<file path="src/plsr_pkg.sv">
`timescale 1ns / 1ps
`default_nettype none
// ----------------------------------------------------------------------------
// plsr_pkg
// Shared widths, codes and types of the paused linear set-point ramp.
// ----------------------------------------------------------------------------
package plsr_pkg;

  localparam int POS_W     = 24;
  localparam int TIME_W    = 32;
  localparam int FRAC_W    = 16;
  localparam int SPEED_W   = 24;
  localparam int TOL_W     = 23;
  localparam int DIFF_W    = POS_W + 1;
  localparam int DSQ_W     = 2 * DIFF_W;
  localparam int MD_W      = POS_W + 1;
  localparam int USPS_W    = 20;
  localparam int DIV_W     = MD_W + USPS_W;
  localparam int PROG_W    = FRAC_W + 1;
  localparam int MUL_A_W   = TIME_W;
  localparam int MUL_B_W   = DIFF_W;
  localparam int MUL_P_W   = MUL_A_W + MUL_B_W;
  localparam int SQRT_STEPS = DSQ_W / 2;
  localparam int CFG_IDX_W  = 3;
  localparam int CFG_DATA_W = 24;

  localparam logic [USPS_W-1:0] US_PER_S = USPS_W'(1000000);

  // register indexes
  localparam logic [CFG_IDX_W-1:0] REG_TARGET_X     = 3'd0;
  localparam logic [CFG_IDX_W-1:0] REG_TARGET_Y     = 3'd1;
  localparam logic [CFG_IDX_W-1:0] REG_TARGET_Z     = 3'd2;
  localparam logic [CFG_IDX_W-1:0] REG_SPEED        = 3'd3;
  localparam logic [CFG_IDX_W-1:0] REG_TOLERANCE    = 3'd4;
  localparam logic [CFG_IDX_W-1:0] REG_PAUSE_ENABLE = 3'd5;
  localparam logic [CFG_IDX_W-1:0] REG_HOLD_AT_END  = 3'd6;

  // multiplier operand selects
  localparam logic [2:0] M_NONE = 3'd0;
  localparam logic [2:0] M_TGT  = 3'd1;
  localparam logic [2:0] M_LAG  = 3'd2;
  localparam logic [2:0] M_TOL  = 3'd3;
  localparam logic [2:0] M_MD   = 3'd4;
  localparam logic [2:0] M_SPD  = 3'd5;
  localparam logic [2:0] M_LERP = 3'd6;

  // datapath actions
  localparam logic [4:0] A_NONE      = 5'd0;
  localparam logic [4:0] A_LOAD      = 5'd1;
  localparam logic [4:0] A_START     = 5'd2;
  localparam logic [4:0] A_ACC_FIRST = 5'd3;
  localparam logic [4:0] A_ACC       = 5'd4;
  localparam logic [4:0] A_SQ_INIT   = 5'd5;
  localparam logic [4:0] A_SQ_STEP   = 5'd6;
  localparam logic [4:0] A_MD        = 5'd7;
  localparam logic [4:0] A_PAUSE     = 5'd8;
  localparam logic [4:0] A_ACTIVE    = 5'd9;
  localparam logic [4:0] A_DIV_LATCH = 5'd10;
  localparam logic [4:0] A_REM       = 5'd11;
  localparam logic [4:0] A_ONE       = 5'd12;
  localparam logic [4:0] A_DIV_STEP  = 5'd13;
  localparam logic [4:0] A_PROG      = 5'd14;
  localparam logic [4:0] A_SET       = 5'd15;
  localparam logic [4:0] A_EMIT      = 5'd16;

  typedef logic signed [POS_W-1:0] pos_t;
  typedef logic [TIME_W-1:0] time_t;

  typedef struct packed {
    logic [2:0] msel;
    logic [1:0] axis;
    logic [4:0] act;
    logic [1:0] waxis;
  } cmd_t;

  typedef struct packed {
    logic kind;
    logic started;
    logic paused;
    logic pause_enable;
    logic reach;
    logic out_busy;
    logic holding;
    logic completed;
  } stat_t;

  function automatic logic [DIFF_W-1:0] mag(input logic [DIFF_W-1:0] d);
    logic [DIFF_W-1:0] n;
    n = ~d + 1'b1;
    return d[DIFF_W-1] ? n : d;
  endfunction

  function automatic logic [DIFF_W-1:0] diff(input pos_t a, input pos_t b);
    return {a[POS_W-1], a} - {b[POS_W-1], b};
  endfunction

endpackage
`default_nettype wire

</file>
<file path="src/plsr_ctrl.sv">
`timescale 1ns / 1ps
`default_nettype none
// ----------------------------------------------------------------------------
// plsr_ctrl
// Sequencer: steps the datapath through distance, square root, pause test,
// progress division and interpolation for one word.
// ----------------------------------------------------------------------------
module plsr_ctrl
  import plsr_pkg::*;
(
  input  logic  clk,
  input  logic  rst,
  input  logic  in_valid,
  output logic  in_ready,
  input  stat_t st,
  output cmd_t  cmd
);

  localparam logic [4:0] S_IDLE     = 5'd0;
  localparam logic [4:0] S_LOADED   = 5'd1;
  localparam logic [4:0] S_TSQ      = 5'd2;
  localparam logic [4:0] S_TSQ_END  = 5'd3;
  localparam logic [4:0] S_SQ_INIT  = 5'd4;
  localparam logic [4:0] S_SQRT     = 5'd5;
  localparam logic [4:0] S_MD       = 5'd6;
  localparam logic [4:0] S_PSQ      = 5'd7;
  localparam logic [4:0] S_PSQ_END  = 5'd8;
  localparam logic [4:0] S_PCMP     = 5'd9;
  localparam logic [4:0] S_PCHK     = 5'd10;
  localparam logic [4:0] S_PMUL     = 5'd11;
  localparam logic [4:0] S_PMUL2    = 5'd12;
  localparam logic [4:0] S_PREM     = 5'd13;
  localparam logic [4:0] S_PREACH   = 5'd14;
  localparam logic [4:0] S_DIV      = 5'd15;
  localparam logic [4:0] S_DIVEND   = 5'd16;
  localparam logic [4:0] S_LERP     = 5'd17;
  localparam logic [4:0] S_LERP_END = 5'd18;
  localparam logic [4:0] S_OUT      = 5'd19;

  logic [4:0] state, state_next;
  logic [4:0] cnt, cnt_next;

  assign in_ready = (state == S_IDLE);

  always_comb begin
    state_next = state;
    cnt_next   = cnt;
    cmd        = '{msel: M_NONE, axis: 2'd0, act: A_NONE, waxis: 2'd0};
    unique case (state)
      S_IDLE: begin
        if (in_valid) begin
          cmd.act    = A_LOAD;
          state_next = S_LOADED;
        end
      end
      S_LOADED: begin
        cnt_next = '0;
        priority if (!st.kind) begin
          cmd.act    = A_START;
          state_next = S_TSQ;
        end else if (!st.started) begin
          state_next = S_OUT;
        end else if (st.pause_enable) begin
          state_next = S_PSQ;
        end else if (st.paused) begin
          state_next = S_OUT;
        end else begin
          state_next = S_PMUL;
        end
      end
      S_TSQ, S_PSQ: begin
        cmd.msel = (state == S_TSQ) ? M_TGT : M_LAG;
        cmd.axis = cnt[1:0];
        if (cnt != '0) begin
          cmd.act = (cnt == 5'd1) ? A_ACC_FIRST : A_ACC;
        end
        cnt_next = cnt + 5'd1;
        if (cnt == 5'd2) begin
          state_next = (state == S_TSQ) ? S_TSQ_END : S_PSQ_END;
        end
      end
      S_TSQ_END: begin
        cmd.act    = A_ACC;
        state_next = S_SQ_INIT;
      end
      S_SQ_INIT: begin
        cmd.act    = A_SQ_INIT;
        cnt_next   = '0;
        state_next = S_SQRT;
      end
      S_SQRT: begin
        cmd.act  = A_SQ_STEP;
        cnt_next = cnt + 5'd1;
        if (cnt == 5'(SQRT_STEPS - 1)) begin
          state_next = S_MD;
        end
      end
      S_MD: begin
        cmd.act    = A_MD;
        state_next = S_PMUL;
      end
      S_PSQ_END: begin
        cmd.act    = A_ACC;
        cmd.msel   = M_TOL;
        state_next = S_PCMP;
      end
      S_PCMP: begin
        cmd.act    = A_PAUSE;
        state_next = S_PCHK;
      end
      S_PCHK: begin
        state_next = st.paused ? S_OUT : S_PMUL;
      end
      S_PMUL: begin
        cmd.msel   = M_MD;
        cmd.act    = A_ACTIVE;
        state_next = S_PMUL2;
      end
      S_PMUL2: begin
        cmd.msel   = M_SPD;
        cmd.act    = A_DIV_LATCH;
        state_next = S_PREM;
      end
      S_PREM: begin
        cmd.act    = A_REM;
        state_next = S_PREACH;
      end
      S_PREACH: begin
        cnt_next = '0;
        if (st.reach) begin
          cmd.act    = A_ONE;
          state_next = S_LERP;
        end else begin
          state_next = S_DIV;
        end
      end
      S_DIV: begin
        cmd.act  = A_DIV_STEP;
        cnt_next = cnt + 5'd1;
        if (cnt == 5'(FRAC_W - 1)) begin
          state_next = S_DIVEND;
        end
      end
      S_DIVEND: begin
        cmd.act    = A_PROG;
        cnt_next   = '0;
        state_next = S_LERP;
      end
      S_LERP: begin
        // multiply one axis, write back the previous one
        cmd.msel  = M_LERP;
        cmd.axis  = cnt[1:0];
        cmd.waxis = cnt[1:0] - 2'd1;
        if (cnt != '0) begin
          cmd.act = A_SET;
        end
        cnt_next = cnt + 5'd1;
        if (cnt == 5'd2) begin
          state_next = S_LERP_END;
        end
      end
      S_LERP_END: begin
        cmd.act    = A_SET;
        cmd.waxis  = 2'd2;
        state_next = S_OUT;
      end
      S_OUT: begin
        if (!st.out_busy) begin
          cmd.act    = A_EMIT;
          state_next = S_IDLE;
        end
      end
      default: begin
        state_next = S_IDLE;
      end
    endcase
  end

  always_ff @(posedge clk) begin
    if (rst) begin
      state <= S_IDLE;
      cnt   <= '0;
    end else begin
      state <= state_next;
      cnt   <= cnt_next;
    end
  end

endmodule
`default_nettype wire

</file>
<file path="config.mk">
export PLATFORM = sky130hd
export DESIGN_NAME = plsr_ctrl
export DESIGN_NICKNAME = d
export VERILOG_FILES = /design/src/plsr_pkg.sv /design/src/plsr_ctrl.sv
export SDC_FILE = /design/constraint.sdc
export NUM_CORES = 1
export LEC_CHECK = 0
export BUFFER_PORTS_ARGS = -buffer_cell sky130_fd_sc_hd__buf_2
export CORE_UTILIZATION = 35
export DETAILED_ROUTE_END_ITERATION = 16
export HOLD_SLACK_MARGIN = 0.06
export PLACE_DENSITY = 0.56
export SYNTH_ARGS = -nofsm -noshare
export SYNTH_HDL_FRONTEND = slang
export SYNTH_SLANG_ARGS = --single-unit
</file>
<file path="constraint.sdc">
create_clock -name clk -period 2.6 [get_ports clk]
set_clock_uncertainty 0.2 [all_clocks]
set_input_delay 0.13 -clock clk [delete_from_list [all_inputs] [get_ports clk]]
set_output_delay 0.13 -clock clk [all_outputs]
set_load 0.05 [all_outputs]
</file>
==> metrics <==
outcome=finished clean; worst hold path startpoint=st[6]; post-place setup slack=0.4435 ns; die height=approximately 63 um; routed vias=~1400; vias per cell=between 5 and 6; 1st-iter DRT viols=between 40 and 50; n_diodes=0; Final Hold Slack=around 0.23 ns; maxcap violations=0; GP Congestion=about 0.9; Routed WL=3.739 mm; unrepaired setup endpoints after global routing=false; first-pass GRT wire length=6.065 mm; Critical Path Fanout Max=20; Required @ worst endpoint=~2.3 ns; Die W=around 63 um; reg-to-reg endpoint=state[4]; FF-to-FF path depth=7; relative slew slack=between 50 and 60%; largest net degree at the start of global routing=21; Initial Utilization=a little under two fifths; Rows=21; Worst VDD drop=approximately 0.62 mV; core area=3442 um^2; final core utilization=44.20%; CTS max path bufs=2; area delta synth->final=17.72%; average footprint of a synthesized cell=7.221 um^2; final period utilization=between 90% and 100%; dpl cell area=1456 um^2; Worst setup SP type=register; net count after synthesis=between 150 and 200; reg-to-reg slack, setup=0.44 ns; crit path cell chain=nor3b_1 -> nand4_1 -> a22oi_1 -> a31oi_1 -> o221ai_1 -> buf_2; routed length per placed instance=about 15 um; CTS Buf Count=3; placed insts=243; Hold Crit Endpoint=state[4]; Setup WS post-layout=between 0.1 and 0.15 ns; total die area=between 3000 and 4000 um^2; Worst Setup End Kind=primary output; synthesized area=between 1000 and 1500 um^2; Ports=24; TNS Setup=0 ns; kind of cell adding the most delay to the critical path=flip-flops; Synth warnings=0; instance count of the mapped netlist=roughly 180; clock-pin slew on the worst setup and hold paths=0.05 ns; vias in the first global route=1298; pwr/cell area=between 1000 and 1500 nW/um^2; Yosys cell types=58; Post-synth EDFFs=0; antenna-violating nets left=0; PortBufs=21; Slowest-stage cell, CP=dfxtp_1; Worst-Margin Slew=between 0.6 and 0.7 ns; final count of pins violating max slew=0; antenna violations before repair=0; #FFs+latches synth=10; Hold Path Depth=4; layout cells sized above 1=between 20% and 30%; Primary FF master, synth=dfxtp_1; CTS tree=done; Leak=around 0.63 nW; Worst Setup Path Type=register to primary output; cts repair resizes=0; crit-path max cell delay=between 0.7 and 0.8 ns; TritonRoute pass-1 iters=4; FF-to-FF Start=cnt[1]; fillers=~380; final hold viol count=0; Congestion Overflow GR=0; Async S/R FF share, synth=0%; worst skew pair latency=~0.24 ns; # setup viols final=0; # H-tree levels=1; path type of the worst min-delay path=input port to register; total chip power=around 1.7 mW; fin area=1521 um^2; register area share after synthesis=between 10% and 20%; total clock sinks=10; post-detail-place hpwl=a little under 3 mm; Layout Cells excl Fill=248; DRC violations left=0; crit path DAT=between 2 and 2.5 ns; CP bufs+invs=1; GRT Total Usage=19.24%; Achievable Freq=approximately 410 MHz; final net count=roughly 220; post-layout min period=2.464 ns; Clock Root Buffer=clkbuf_8
==> logic make-up after synthesis <==
logic type / Yosys count / synth area share, %
simple gates: 80 / 33.79
mux: 5 / 3.969
compound gates: 51 / 30.11
flops: 10 / 15.49
xor+xnor: 3 / 2.033
buf+inv: 25 / 9.777
fa+ha+maj: 5 / 4.840
==> layout make-up <==
class                           instances  area [um^2]  area share (%)
Sequential cell                        10        200.2           13.16
Multi-Input combinational cell        144        965.9           63.49
Tap cell                               46        57.56           3.783
Inverter                               10        37.54           2.467
Timing Repair Buffer                   34        205.2           13.49
Clock buffer                            4        55.05           3.618
==> state kept, by name, summed over array words and instances (netlist names) <==
| name | cells |
|---|---|
| cnt | 5 |
| state | 5 |
==> worst register-to-register path, cell delays in order (launching register included) <==
cell       delay, ns
dfxtp_1         0.45
ha_1            0.24
and3_1          0.17
ha_1            0.14
nand4bb_1       0.14
o21ai_1         0.12
a211oi_4        0.37
mux2i_1         0.24
==> cell usage after synthesis, types with 2 or more instances <==
| master | count | area, um^2 |
|---|---|---|
| nand3_1 | 8 | 40.04 |
| nor3_2 | 2 | 20.02 |
| nor3b_1 | 3 | 22.52 |
| a21oi_1 | 13 | 65.06 |
| xnor2_1 | 2 | 17.52 |
| clkbuf_1 | 3 | 11.26 |
| and2_1 | 2 | 12.51 |
| buf_4 | 2 | 15.01 |
| nor3_1 | 4 | 20.02 |
| buf_2 | 8 | 40.04 |
| nand2b_1 | 6 | 37.54 |
| nor2b_1 | 4 | 25.02 |
| inv_1 | 10 | 37.54 |
| buf_6 | 2 | 22.52 |
| nor2_1 | 13 | 48.80 |
| ha_1 | 5 | 62.56 |
| o32ai_1 | 2 | 17.52 |
| a31oi_1 | 3 | 18.77 |
| dfxtp_1 | 10 | 200.2 |
| o21ai_0 | 9 | 45.04 |
| a22oi_1 | 3 | 22.52 |
| nand4_1 | 4 | 25.02 |
| mux2i_1 | 4 | 40.04 |
| nand2_1 | 23 | 86.33 |
==> what timing repair did <==
item,in CTS,in global routing
hold endpoints to repair,6,0
buffers inserted,0,0
hold buffers,1,0
==> cells in the final DEF (no fill, tap or decap), drive strengths merged, types with 5 or more instances in the layout <==
| cell type | count |
|---|---|
| a21oi | 13 |
| dfxtp | 10 |
| buf | 33 |
| inv | 10 |
| o21ai | 11 |
| nand2 | 23 |
| nor3 | 6 |
| ha | 5 |
| nor2 | 14 |
| nand2b | 6 |
| nor2b | 5 |
| nand3 | 8 |
==> metal layers <==
layer  routed length (um)  GRT usage (%)  share of wire (%)
met5                    0              0                  0
met4                   20          6.395               0.53
met3                  144          1.460                3.9
met2                 1859          34.65                 50
met1                 1714          23.87                 46
==> worst max path at each step <==
stage              from       to  slack (ns)  cells after the start
3_5_place_dp   state[1]   cmd[2]        0.44                      6
2_1_floorplan  state[0]  cmd[10]        0.07                      7
4_1_cts        state[1]   cmd[2]        0.18                      6
3_3_place_gp   state[1]   cmd[2]        0.45                      6
5_1_grt        state[1]   cmd[4]       0.002                      6
6_report       state[1]   cmd[2]        0.14                      6
==> power breakdown <==
group | internal (mW) | switching, mW | leakage [nW] | total, mW
sequential | 0.188 | 0.0869 | 0.0814 | 0.275
clock | 0.133 | 0.0627 | 0.0288 | 0.196
combinational | 0.451 | 0.807 | 0.525 | 1.26
total | 0.773 | 0.956 | 0.635 | 1.73
No activity file was read; power rests on OpenSTA's default activity.
