[config.mk]
export PLATFORM = sky130hd
export DESIGN_NAME = plsr_dp
export DESIGN_NICKNAME = d
export VERILOG_FILES = /design/src/plsr_pkg.sv /design/src/plsr_dp.sv
export SDC_FILE = /design/constraint.sdc
export NUM_CORES = 2
export LEC_CHECK = 0
export BUFFER_PORTS_ARGS = -buffer_cell sky130_fd_sc_hd__buf_2
export CORE_ASPECT_RATIO = 1.1
export CORE_MARGIN = 2
export CORE_UTILIZATION = 44
export CTS_CLUSTER_DIAMETER = 30
export DETAILED_ROUTE_END_ITERATION = 10
export MAX_ROUTING_LAYER = met4
export PLACE_DENSITY = 0.66
export SLEW_MARGIN = 0
export SYNTH_ARGS = -nofsm -noshare
export SYNTH_HDL_FRONTEND = slang
export SYNTH_SLANG_ARGS = --single-unit
[constraint.sdc]
create_clock -name clk -period 12.1 [get_ports clk]
set_clock_uncertainty 0.05 [all_clocks]
set_input_delay 1.21 -clock clk [delete_from_list [all_inputs] [get_ports clk]]
set_output_delay 1.21 -clock clk [all_outputs]
set_load 0.05 [all_outputs]
[src/plsr_pkg.sv]
`timescale 1ns / 1ps
`default_nettype none
// ----------------------------------------------------------------------------
// plsr_pkg
// Shared widths, codes and types of the paused linear set-point ramp.
// ----------------------------------------------------------------------------
package plsr_pkg;

  localparam int POS_W     = 24;
  localparam int TIME_W    = 32;
  localparam int FRAC_W    = 16;
  localparam int SPEED_W   = 24;
  localparam int TOL_W     = 23;
  localparam int DIFF_W    = POS_W + 1;
  localparam int DSQ_W     = 2 * DIFF_W;
  localparam int MD_W      = POS_W + 1;
  localparam int USPS_W    = 20;
  localparam int DIV_W     = MD_W + USPS_W;
  localparam int PROG_W    = FRAC_W + 1;
  localparam int MUL_A_W   = TIME_W;
  localparam int MUL_B_W   = DIFF_W;
  localparam int MUL_P_W   = MUL_A_W + MUL_B_W;
  localparam int SQRT_STEPS = DSQ_W / 2;
  localparam int CFG_IDX_W  = 3;
  localparam int CFG_DATA_W = 24;

  localparam logic [USPS_W-1:0] US_PER_S = USPS_W'(1000000);

  // register indexes
  localparam logic [CFG_IDX_W-1:0] REG_TARGET_X     = 3'd0;
  localparam logic [CFG_IDX_W-1:0] REG_TARGET_Y     = 3'd1;
  localparam logic [CFG_IDX_W-1:0] REG_TARGET_Z     = 3'd2;
  localparam logic [CFG_IDX_W-1:0] REG_SPEED        = 3'd3;
  localparam logic [CFG_IDX_W-1:0] REG_TOLERANCE    = 3'd4;
  localparam logic [CFG_IDX_W-1:0] REG_PAUSE_ENABLE = 3'd5;
  localparam logic [CFG_IDX_W-1:0] REG_HOLD_AT_END  = 3'd6;

  // multiplier operand selects
  localparam logic [2:0] M_NONE = 3'd0;
  localparam logic [2:0] M_TGT  = 3'd1;
  localparam logic [2:0] M_LAG  = 3'd2;
  localparam logic [2:0] M_TOL  = 3'd3;
  localparam logic [2:0] M_MD   = 3'd4;
  localparam logic [2:0] M_SPD  = 3'd5;
  localparam logic [2:0] M_LERP = 3'd6;

  // datapath actions
  localparam logic [4:0] A_NONE      = 5'd0;
  localparam logic [4:0] A_LOAD      = 5'd1;
  localparam logic [4:0] A_START     = 5'd2;
  localparam logic [4:0] A_ACC_FIRST = 5'd3;
  localparam logic [4:0] A_ACC       = 5'd4;
  localparam logic [4:0] A_SQ_INIT   = 5'd5;
  localparam logic [4:0] A_SQ_STEP   = 5'd6;
  localparam logic [4:0] A_MD        = 5'd7;
  localparam logic [4:0] A_PAUSE     = 5'd8;
  localparam logic [4:0] A_ACTIVE    = 5'd9;
  localparam logic [4:0] A_DIV_LATCH = 5'd10;
  localparam logic [4:0] A_REM       = 5'd11;
  localparam logic [4:0] A_ONE       = 5'd12;
  localparam logic [4:0] A_DIV_STEP  = 5'd13;
  localparam logic [4:0] A_PROG      = 5'd14;
  localparam logic [4:0] A_SET       = 5'd15;
  localparam logic [4:0] A_EMIT      = 5'd16;

  typedef logic signed [POS_W-1:0] pos_t;
  typedef logic [TIME_W-1:0] time_t;

  typedef struct packed {
    logic [2:0] msel;
    logic [1:0] axis;
    logic [4:0] act;
    logic [1:0] waxis;
  } cmd_t;

  typedef struct packed {
    logic kind;
    logic started;
    logic paused;
    logic pause_enable;
    logic reach;
    logic out_busy;
    logic holding;
    logic completed;
  } stat_t;

  function automatic logic [DIFF_W-1:0] mag(input logic [DIFF_W-1:0] d);
    logic [DIFF_W-1:0] n;
    n = ~d + 1'b1;
    return d[DIFF_W-1] ? n : d;
  endfunction

  function automatic logic [DIFF_W-1:0] diff(input pos_t a, input pos_t b);
    return {a[POS_W-1], a} - {b[POS_W-1], b};
  endfunction

endpackage
`default_nettype wire

[src/plsr_dp.sv]
`timescale 1ns / 1ps
`default_nettype none
// ----------------------------------------------------------------------------
// plsr_dp
// Datapath: configuration, ramp state, shared multiplier, square root and
// division steps, interpolation and the output register.
// ----------------------------------------------------------------------------
module plsr_dp
  import plsr_pkg::*;
(
  input  logic                  clk,
  input  logic                  rst,
  input  logic                  cfg_we,
  input  logic [CFG_IDX_W-1:0]  cfg_index,
  input  logic [CFG_DATA_W-1:0] cfg_data,
  input  logic                  in_kind,
  input  pos_t                  in_pos_x,
  input  pos_t                  in_pos_y,
  input  pos_t                  in_pos_z,
  input  time_t                 in_now,
  input  cmd_t                  cmd,
  output stat_t                 st,
  output logic                  out_valid,
  input  logic                  out_ready,
  output pos_t                  out_x,
  output pos_t                  out_y,
  output pos_t                  out_z,
  output logic                  out_paused,
  output logic                  out_holding,
  output logic                  out_completed
);

  // configuration
  pos_t               tgt [3];
  logic [SPEED_W-1:0] spd;
  logic [TOL_W-1:0]   tol;
  logic               pen;
  logic               hold;

  // ramp state
  pos_t            src  [3];
  pos_t            setp [3];
  time_t           start_t;
  time_t           pst;
  time_t           ptot;
  logic [MD_W-1:0] md;
  logic            started;
  logic            paused;
  logic            holding;
  logic            completed;

  // latched word and work registers
  logic               kind_r;
  pos_t               pos [3];
  time_t              now_r;
  logic [DSQ_W-1:0]   acc;
  logic [DSQ_W-1:0]   rem;
  logic [DSQ_W-1:0]   res;
  logic [DSQ_W-1:0]   bitv;
  time_t              active;
  logic [DIV_W-1:0]   divr;
  logic [MUL_P_W-1:0] r;
  logic [FRAC_W-1:0]  q;
  logic [PROG_W-1:0]  prog;
  logic [MUL_P_W-1:0] mul_p;

  logic [MUL_A_W-1:0] mul_a;
  logic [MUL_B_W-1:0] mul_b;
  logic [DIFF_W-1:0]  d_tgt, d_lag, d_w;
  logic [DSQ_W-1:0]   sq_try;
  logic [MUL_P_W-1:0] r2;
  logic [MUL_P_W-1:0] rnd_full;
  logic [DIFF_W-1:0]  rnd;
  logic [DIFF_W-1:0]  new_sp;
  logic               lag;

  assign d_tgt    = diff(tgt[cmd.axis], src[cmd.axis]);
  assign d_lag    = diff(pos[cmd.axis], setp[cmd.axis]);
  assign d_w      = diff(tgt[cmd.waxis], src[cmd.waxis]);
  assign sq_try   = res + bitv;
  assign r2       = {r[MUL_P_W-2:0], 1'b0};
  assign rnd_full = mul_p + (MUL_P_W'(1) << (FRAC_W - 1));
  assign rnd      = rnd_full[FRAC_W +: DIFF_W];
  assign new_sp   = d_w[DIFF_W-1] ? ({src[cmd.waxis][POS_W-1], src[cmd.waxis]} - rnd)
                                  : ({src[cmd.waxis][POS_W-1], src[cmd.waxis]} + rnd);
  assign lag      = acc > DSQ_W'(mul_p);

  always_comb begin
    mul_a = '0;
    mul_b = '0;
    unique case (cmd.msel)
      M_TGT: begin
        mul_a = MUL_A_W'(mag(d_tgt));
        mul_b = mag(d_tgt);
      end
      M_LAG: begin
        mul_a = MUL_A_W'(mag(d_lag));
        mul_b = mag(d_lag);
      end
      M_TOL: begin
        mul_a = MUL_A_W'(tol);
        mul_b = MUL_B_W'(tol);
      end
      M_MD: begin
        mul_a = MUL_A_W'(US_PER_S);
        mul_b = md;
      end
      M_SPD: begin
        // zero speed runs as one LSB
        mul_a = active;
        mul_b = (spd == '0) ? MUL_B_W'(1) : MUL_B_W'(spd);
      end
      M_LERP: begin
        mul_a = MUL_A_W'(prog);
        mul_b = mag(d_tgt);
      end
      default: begin
        mul_a = '0;
        mul_b = '0;
      end
    endcase
  end

  always_ff @(posedge clk) begin
    mul_p <= MUL_P_W'(mul_a) * MUL_P_W'(mul_b);
    unique case (cmd.act)
      A_LOAD: begin
        kind_r <= in_kind;
        pos[0] <= in_pos_x;
        pos[1] <= in_pos_y;
        pos[2] <= in_pos_z;
        now_r  <= in_now;
      end
      A_ACC_FIRST: acc <= DSQ_W'(mul_p);
      A_ACC:       acc <= acc + DSQ_W'(mul_p);
      A_SQ_INIT: begin
        rem  <= acc;
        res  <= '0;
        bitv <= DSQ_W'(1) << (DSQ_W - 2);
      end
      A_SQ_STEP: begin
        if (rem >= sq_try) begin
          rem <= rem - sq_try;
          res <= (res >> 1) + bitv;
        end else begin
          res <= res >> 1;
        end
        bitv <= bitv >> 2;
      end
      A_ACTIVE:    active <= now_r - start_t - ptot;
      A_DIV_LATCH: divr <= mul_p[DIV_W-1:0];
      A_REM: begin
        r <= mul_p;
        q <= '0;
      end
      A_DIV_STEP: begin
        if (r2 >= MUL_P_W'(divr)) begin
          r <= r2 - MUL_P_W'(divr);
          q <= {q[FRAC_W-2:0], 1'b1};
        end else begin
          r <= r2;
          q <= {q[FRAC_W-2:0], 1'b0};
        end
      end
      A_PROG: prog <= {1'b0, q};
      A_ONE:  prog <= PROG_W'(1) << FRAC_W;
      default: ;
    endcase
  end

  always_ff @(posedge clk) begin
    if (rst) begin
      tgt[0] <= '0;
      tgt[1] <= '0;
      tgt[2] <= '0;
      spd    <= SPEED_W'(256);
      tol    <= TOL_W'(3840);
      pen    <= 1'b1;
      hold   <= 1'b0;
    end else if (cfg_we) begin
      unique case (cfg_index)
        REG_TARGET_X:     tgt[0] <= cfg_data[POS_W-1:0];
        REG_TARGET_Y:     tgt[1] <= cfg_data[POS_W-1:0];
        REG_TARGET_Z:     tgt[2] <= cfg_data[POS_W-1:0];
        REG_SPEED:        spd    <= cfg_data[SPEED_W-1:0];
        REG_TOLERANCE:    tol    <= cfg_data[TOL_W-1:0];
        REG_PAUSE_ENABLE: pen    <= cfg_data[0];
        REG_HOLD_AT_END:  hold   <= cfg_data[0];
        default: ;
      endcase
    end
  end

  always_ff @(posedge clk) begin
    if (rst) begin
      src[0]    <= '0;
      src[1]    <= '0;
      src[2]    <= '0;
      setp[0]   <= '0;
      setp[1]   <= '0;
      setp[2]   <= '0;
      start_t   <= '0;
      pst       <= '0;
      ptot      <= '0;
      md        <= '0;
      started   <= 1'b0;
      paused    <= 1'b0;
      holding   <= 1'b0;
      completed <= 1'b0;
    end else begin
      unique case (cmd.act)
        A_START: begin
          src[0]    <= pos[0];
          src[1]    <= pos[1];
          src[2]    <= pos[2];
          setp[0]   <= pos[0];
          setp[1]   <= pos[1];
          setp[2]   <= pos[2];
          start_t   <= now_r;
          pst       <= '0;
          ptot      <= '0;
          started   <= 1'b1;
          paused    <= 1'b0;
          holding   <= 1'b0;
          completed <= 1'b0;
        end
        A_MD: md <= res[MD_W-1:0];
        A_PAUSE: begin
          priority if (!paused && lag) begin
            paused <= 1'b1;
            pst    <= now_r;
          end else if (paused && !lag) begin
            paused <= 1'b0;
            ptot   <= ptot + now_r - pst;
          end
        end
        A_ONE: begin
          if (hold) begin
            holding <= 1'b1;
          end else begin
            completed <= 1'b1;
          end
        end
        A_SET: setp[cmd.waxis] <= new_sp[POS_W-1:0];
        default: ;
      endcase
    end
  end

  // output register: hold the word until the sink takes it
  always_ff @(posedge clk) begin
    if (rst) begin
      out_valid <= 1'b0;
    end else if (cmd.act == A_EMIT) begin
      out_valid <= 1'b1;
    end else if (out_ready) begin
      out_valid <= 1'b0;
    end
  end

  always_ff @(posedge clk) begin
    if (cmd.act == A_EMIT) begin
      out_x         <= setp[0];
      out_y         <= setp[1];
      out_z         <= setp[2];
      out_paused    <= paused;
      out_holding   <= holding;
      out_completed <= completed;
    end
  end

  assign st.kind         = kind_r;
  assign st.started      = started;
  assign st.paused       = paused;
  assign st.pause_enable = pen;
  assign st.reach        = r >= MUL_P_W'(divr);
  assign st.out_busy     = out_valid && !out_ready;
  assign st.holding      = holding;
  assign st.completed    = completed;

endmodule
`default_nettype wire

==> metrics.log <==
INFO  metric yosysTopAreaCell = sky130_fd_sc_hd__edfxtp_1
INFO  metric critical_path.max_stage_delay = 0.56 ns
INFO  metric floorplan.die.width = 432 um
INFO  metric achievable-frequency = 85.6 MHz
INFO  metric design.portCount = 232
INFO  metric post_synth_instance_area = 0.0886 mm2
INFO  metric antenna_found_initial = 23
INFO  metric max-slew-margin-rel = 11.6%
INFO  metric count_of_mapped_cells_out_of_synthesis = 9475
INFO  metric port_buffers = 231
INFO  metric setup_violation_total_in_the_final_timing_report = 0
INFO  metric share_seq_of_total_power = 19.6%
INFO  metric cts_made_buffers = 239
INFO  metric instances_no_fill = 13000
INFO  metric start_util = 44.3%
INFO  metric drive_gt1_share = 13.8%
INFO  metric min_from = setp[2][2]
INFO  metric die_height = 475 um
INFO  metric path_common_cell = sky130_fd_sc_hd__fa_1
INFO  metric clock_tree.htree_level_count = 4
INFO  metric finalHoldViolCount = 0
INFO  metric first_iter_violations = 6105
INFO  metric netSwitchingFraction = 40.1%
INFO  metric synth-seq-cells = 994
INFO  metric num_vias = 72200
INFO  metric timing.critical_path.fanout_max = 12
INFO  metric power.share.combinational = 50.4%
INFO  metric p_clk_share = 30.0%
INFO  metric global_route.usage.total = 28.8%
INFO  metric final_wl = 288 mm
INFO  metric grt_pass1_vias = 73500
INFO  metric power.static_leakage = 46.9 nW
INFO  metric dp_cells = 12500
INFO  metric cts_hold_buf = 0
INFO  metric hold-path-cell-count = 0
INFO  metric drt_first_pass_iters = 7
INFO  metric peakVddDrop = 0.348 mV
INFO  metric switching_power = 9.05 mW
INFO  metric worstReg2RegStart = setp[2][1]
INFO  metric finalInstanceArea = 0.106 mm2
INFO  metric final_period_minus_worst_setup_slack = 11.68 ns
INFO  metric clk_lat_worst_skew = 0.87 ns
INFO  metric cts.reportedPaths.clkPinSlew = 0.05 ns
INFO  metric aggregate_global_routing_overflow = 0
INFO  metric placed_area = 0.0967 mm2
INFO  metric async_reset_ff_share = 0%
INFO  metric drtAntennaViolNets = 0
INFO  metric route.detailed.drc = 0
INFO  metric path_class = in2reg
INFO  metric critical_path_arrival = 12.43 ns
INFO  metric worst_slack = 0.420 ns
INFO  metric die_area = 0.205 mm2
INFO  metric place_congestion = 0.995
INFO  metric worst_slew_pin_slew = 1.31 ns
INFO  metric hp-class = reg2reg
INFO  metric ys_top_cells_by_count = sky130_fd_sc_hd__nand2_1 (1355), sky130_fd_sc_hd__inv_1 (1181), sky130_fd_sc_hd__edfxtp_1 (762), sky130_fd_sc_hd__fa_1 (755), sky130_fd_sc_hd__ha_1 (648)
INFO  metric fin_hold_ws = 0.388 ns
INFO  metric route.detailed.vias_per_inst = 5.56
INFO  metric fp-row-count = 172
INFO  metric yosys-top-cells-area = sky130_fd_sc_hd__edfxtp_1 (26%), sky130_fd_sc_hd__fa_1 (17%), sky130_fd_sc_hd__ha_1 (9.2%)
INFO  metric core_region_area = 0.200 mm2
INFO  metric power_density = 214 mW/mm2
INFO  metric yosysMostFrequentCell = sky130_fd_sc_hd__nand2_1
INFO  metric synth_largest_type_area_fraction = 25.8%
INFO  metric maxCapViolCount = 0
INFO  metric synth.lib_cells_used.distinct = 100
INFO  metric count_of_yosys_warnings_during_synthesis = 0
INFO  metric pre_cts_slack = -0.805 ns
INFO  metric detail_route.wl_per_cell = 22.2 um
INFO  metric crit_path_end_kind = flop
INFO  metric fin_nets = 11700
INFO  metric synth.yosys.seq_area_share = 31.1%
INFO  metric post_synth_edffs = 762
INFO  metric worstPathBufferInverterCount = 13
INFO  metric finalCoreUtilization = 52.8%
INFO  metric synth_ff_type = sky130_fd_sc_hd__edfxtp_1
INFO  metric clock-sinks = 994
INFO  metric syn_area_per_cell = 9.35 um2
INFO  metric tritoncts = done
INFO  metric share_of_the_clock_period_used_by_the_worst_path = 96.5%
INFO  metric grt_start_max_net_pins = 94
INFO  metric worst_path_dominant_cell_family = compound AO/OA/AOI/OAI gates
INFO  metric internal_power = 13.5 mW
INFO  metric ctsRootBufferMaster = sky130_fd_sc_hd__clkbuf_16
INFO  metric worst_setup_path_startpoint = cmd[7]
INFO  metric reg2regPathDepth = 43
INFO  metric worstPathRequired = 12.85 ns
INFO  metric report.final.slew_viol_count = 0
INFO  metric areaGrowthSynthToFinish = 19.2%
INFO  metric crit_slowest_cell = sky130_fd_sc_hd__a2111oi_4
INFO  metric clock_tree.buffer_depth = 3
INFO  metric worst_path_depth = 45
INFO  metric grt_pass1_wl = 439 mm
INFO  metric startpoint_type = input pin
INFO  metric dpl.hpwl = 225 mm
INFO  metric run_status = finished, final reports clean
INFO  metric fillerInstances = 18000
==> per-stage QoR <==
step	power, mW	TNS (ns)
after CTS	22.5	0
after detailed placement	15.7	-11.67
after floorplan	11.0	-0.0747
after global placement	15.5	-8.97
after global routing	24.1	-0.0289
final	22.6	0
==> repair_timing <==
action	in CTS	in global routing
setup endpoints to repair	0	21
setup buffers	0	6
resized for setup	0	38
==> final timing paths <==
kind	slack [ns]	to
worst max register to register	0.74	mul_p[55]
worst max-delay path	0.42	mul_p[55]
worst min-delay path	0.39	out_z[2]
worst min register to register	0.39	out_z[2]
==> layout make-up <==
type / instances / area [um2] / share of cell area (%)
Multi-Input combinational cell: 6873 / 55400 / 52.5
Sequential cell: 994 / 27500 / 26.1
Clock buffer: 282 / 6460 / 6.12
Timing Repair Buffer: 845 / 6290 / 5.96
Inverter: 1183 / 4440 / 4.21
Tap cell: 2610 / 3270 / 3.09
Clock inverter: 175 / 2170 / 2.06
Antenna cell: 13 / 32.5 / 0.0308
==> layout by cell type (no fill, tap or decap), types with 76 or more instances in the layout <==
cell type	n
sky130_fd_sc_hd__nand2_1	1352
sky130_fd_sc_hd__inv_1	1180
sky130_fd_sc_hd__edfxtp_1	762
sky130_fd_sc_hd__fa_1	755
sky130_fd_sc_hd__ha_1	647
sky130_fd_sc_hd__a21oi_1	600
sky130_fd_sc_hd__buf_4	574
sky130_fd_sc_hd__o21ai_0	446
sky130_fd_sc_hd__nor2_1	429
sky130_fd_sc_hd__and2_1	339
sky130_fd_sc_hd__xnor2_1	286
sky130_fd_sc_hd__a21o_1	254
sky130_fd_sc_hd__clkbuf_16	248
sky130_fd_sc_hd__dfxtp_1	232
sky130_fd_sc_hd__buf_2	228
sky130_fd_sc_hd__xor2_1	169
sky130_fd_sc_hd__nand3_1	169
sky130_fd_sc_hd__mux2i_1	136
sky130_fd_sc_hd__nor2b_1	99
sky130_fd_sc_hd__nand2b_1	97
sky130_fd_sc_hd__nor3_1	92
sky130_fd_sc_hd__o21bai_1	78
sky130_fd_sc_hd__o21a_1	76
==> routing by layer <==
layer	vias up	wire (um)	track usage, %
li1	33400	-	-
met1	35800	122000	36.8
met2	2414	136000	46.4
met3	525	18800	4.46
met4	0	10500	10.1
met5	-	0	-
==> flip-flops by register name (all words and copies together) (netlist names), 24 cells and up <==
register  flops
src          72
tgt          72
out_y        24
spd          24
r            57
pos          72
pst          32
mul_p        57
setp         96
start_t      32
active       32
now_r        32
md           25
divr         45
out_x        24
out_z        24
acc          50
res          50
ptot         32
bitv         25
rem          50
==> cell families (layout without fill, tap and decap cells) <==
logic type	count (synthesis)	in the layout	share of synthesized area [%]
AOI/OAI and AO/OA	1925	1925	13.7
xor gates and xnor gates	459	459	4.55
adders and majority gates	1403	1403	26.2
buffers and inverters	1615	2485	6.91
DFF	994	994	31.1
muxes	166	166	2.22
other	2	22	0.00848
and+or+nand+nor	2911	2911	15.3
==> power by group through the flow <==
stage	Clock [mW]	Combinational (mW)	Sequential, mW
after floorplan	0	6.81	4.22
after global placement	0	11.0	4.47
after detailed placement	0	11.2	4.47
after CTS	6.85	11.3	4.41
after global routing	7.04	12.6	4.43
final	6.79	11.4	4.42
Power figures use the tool's default switching activity.
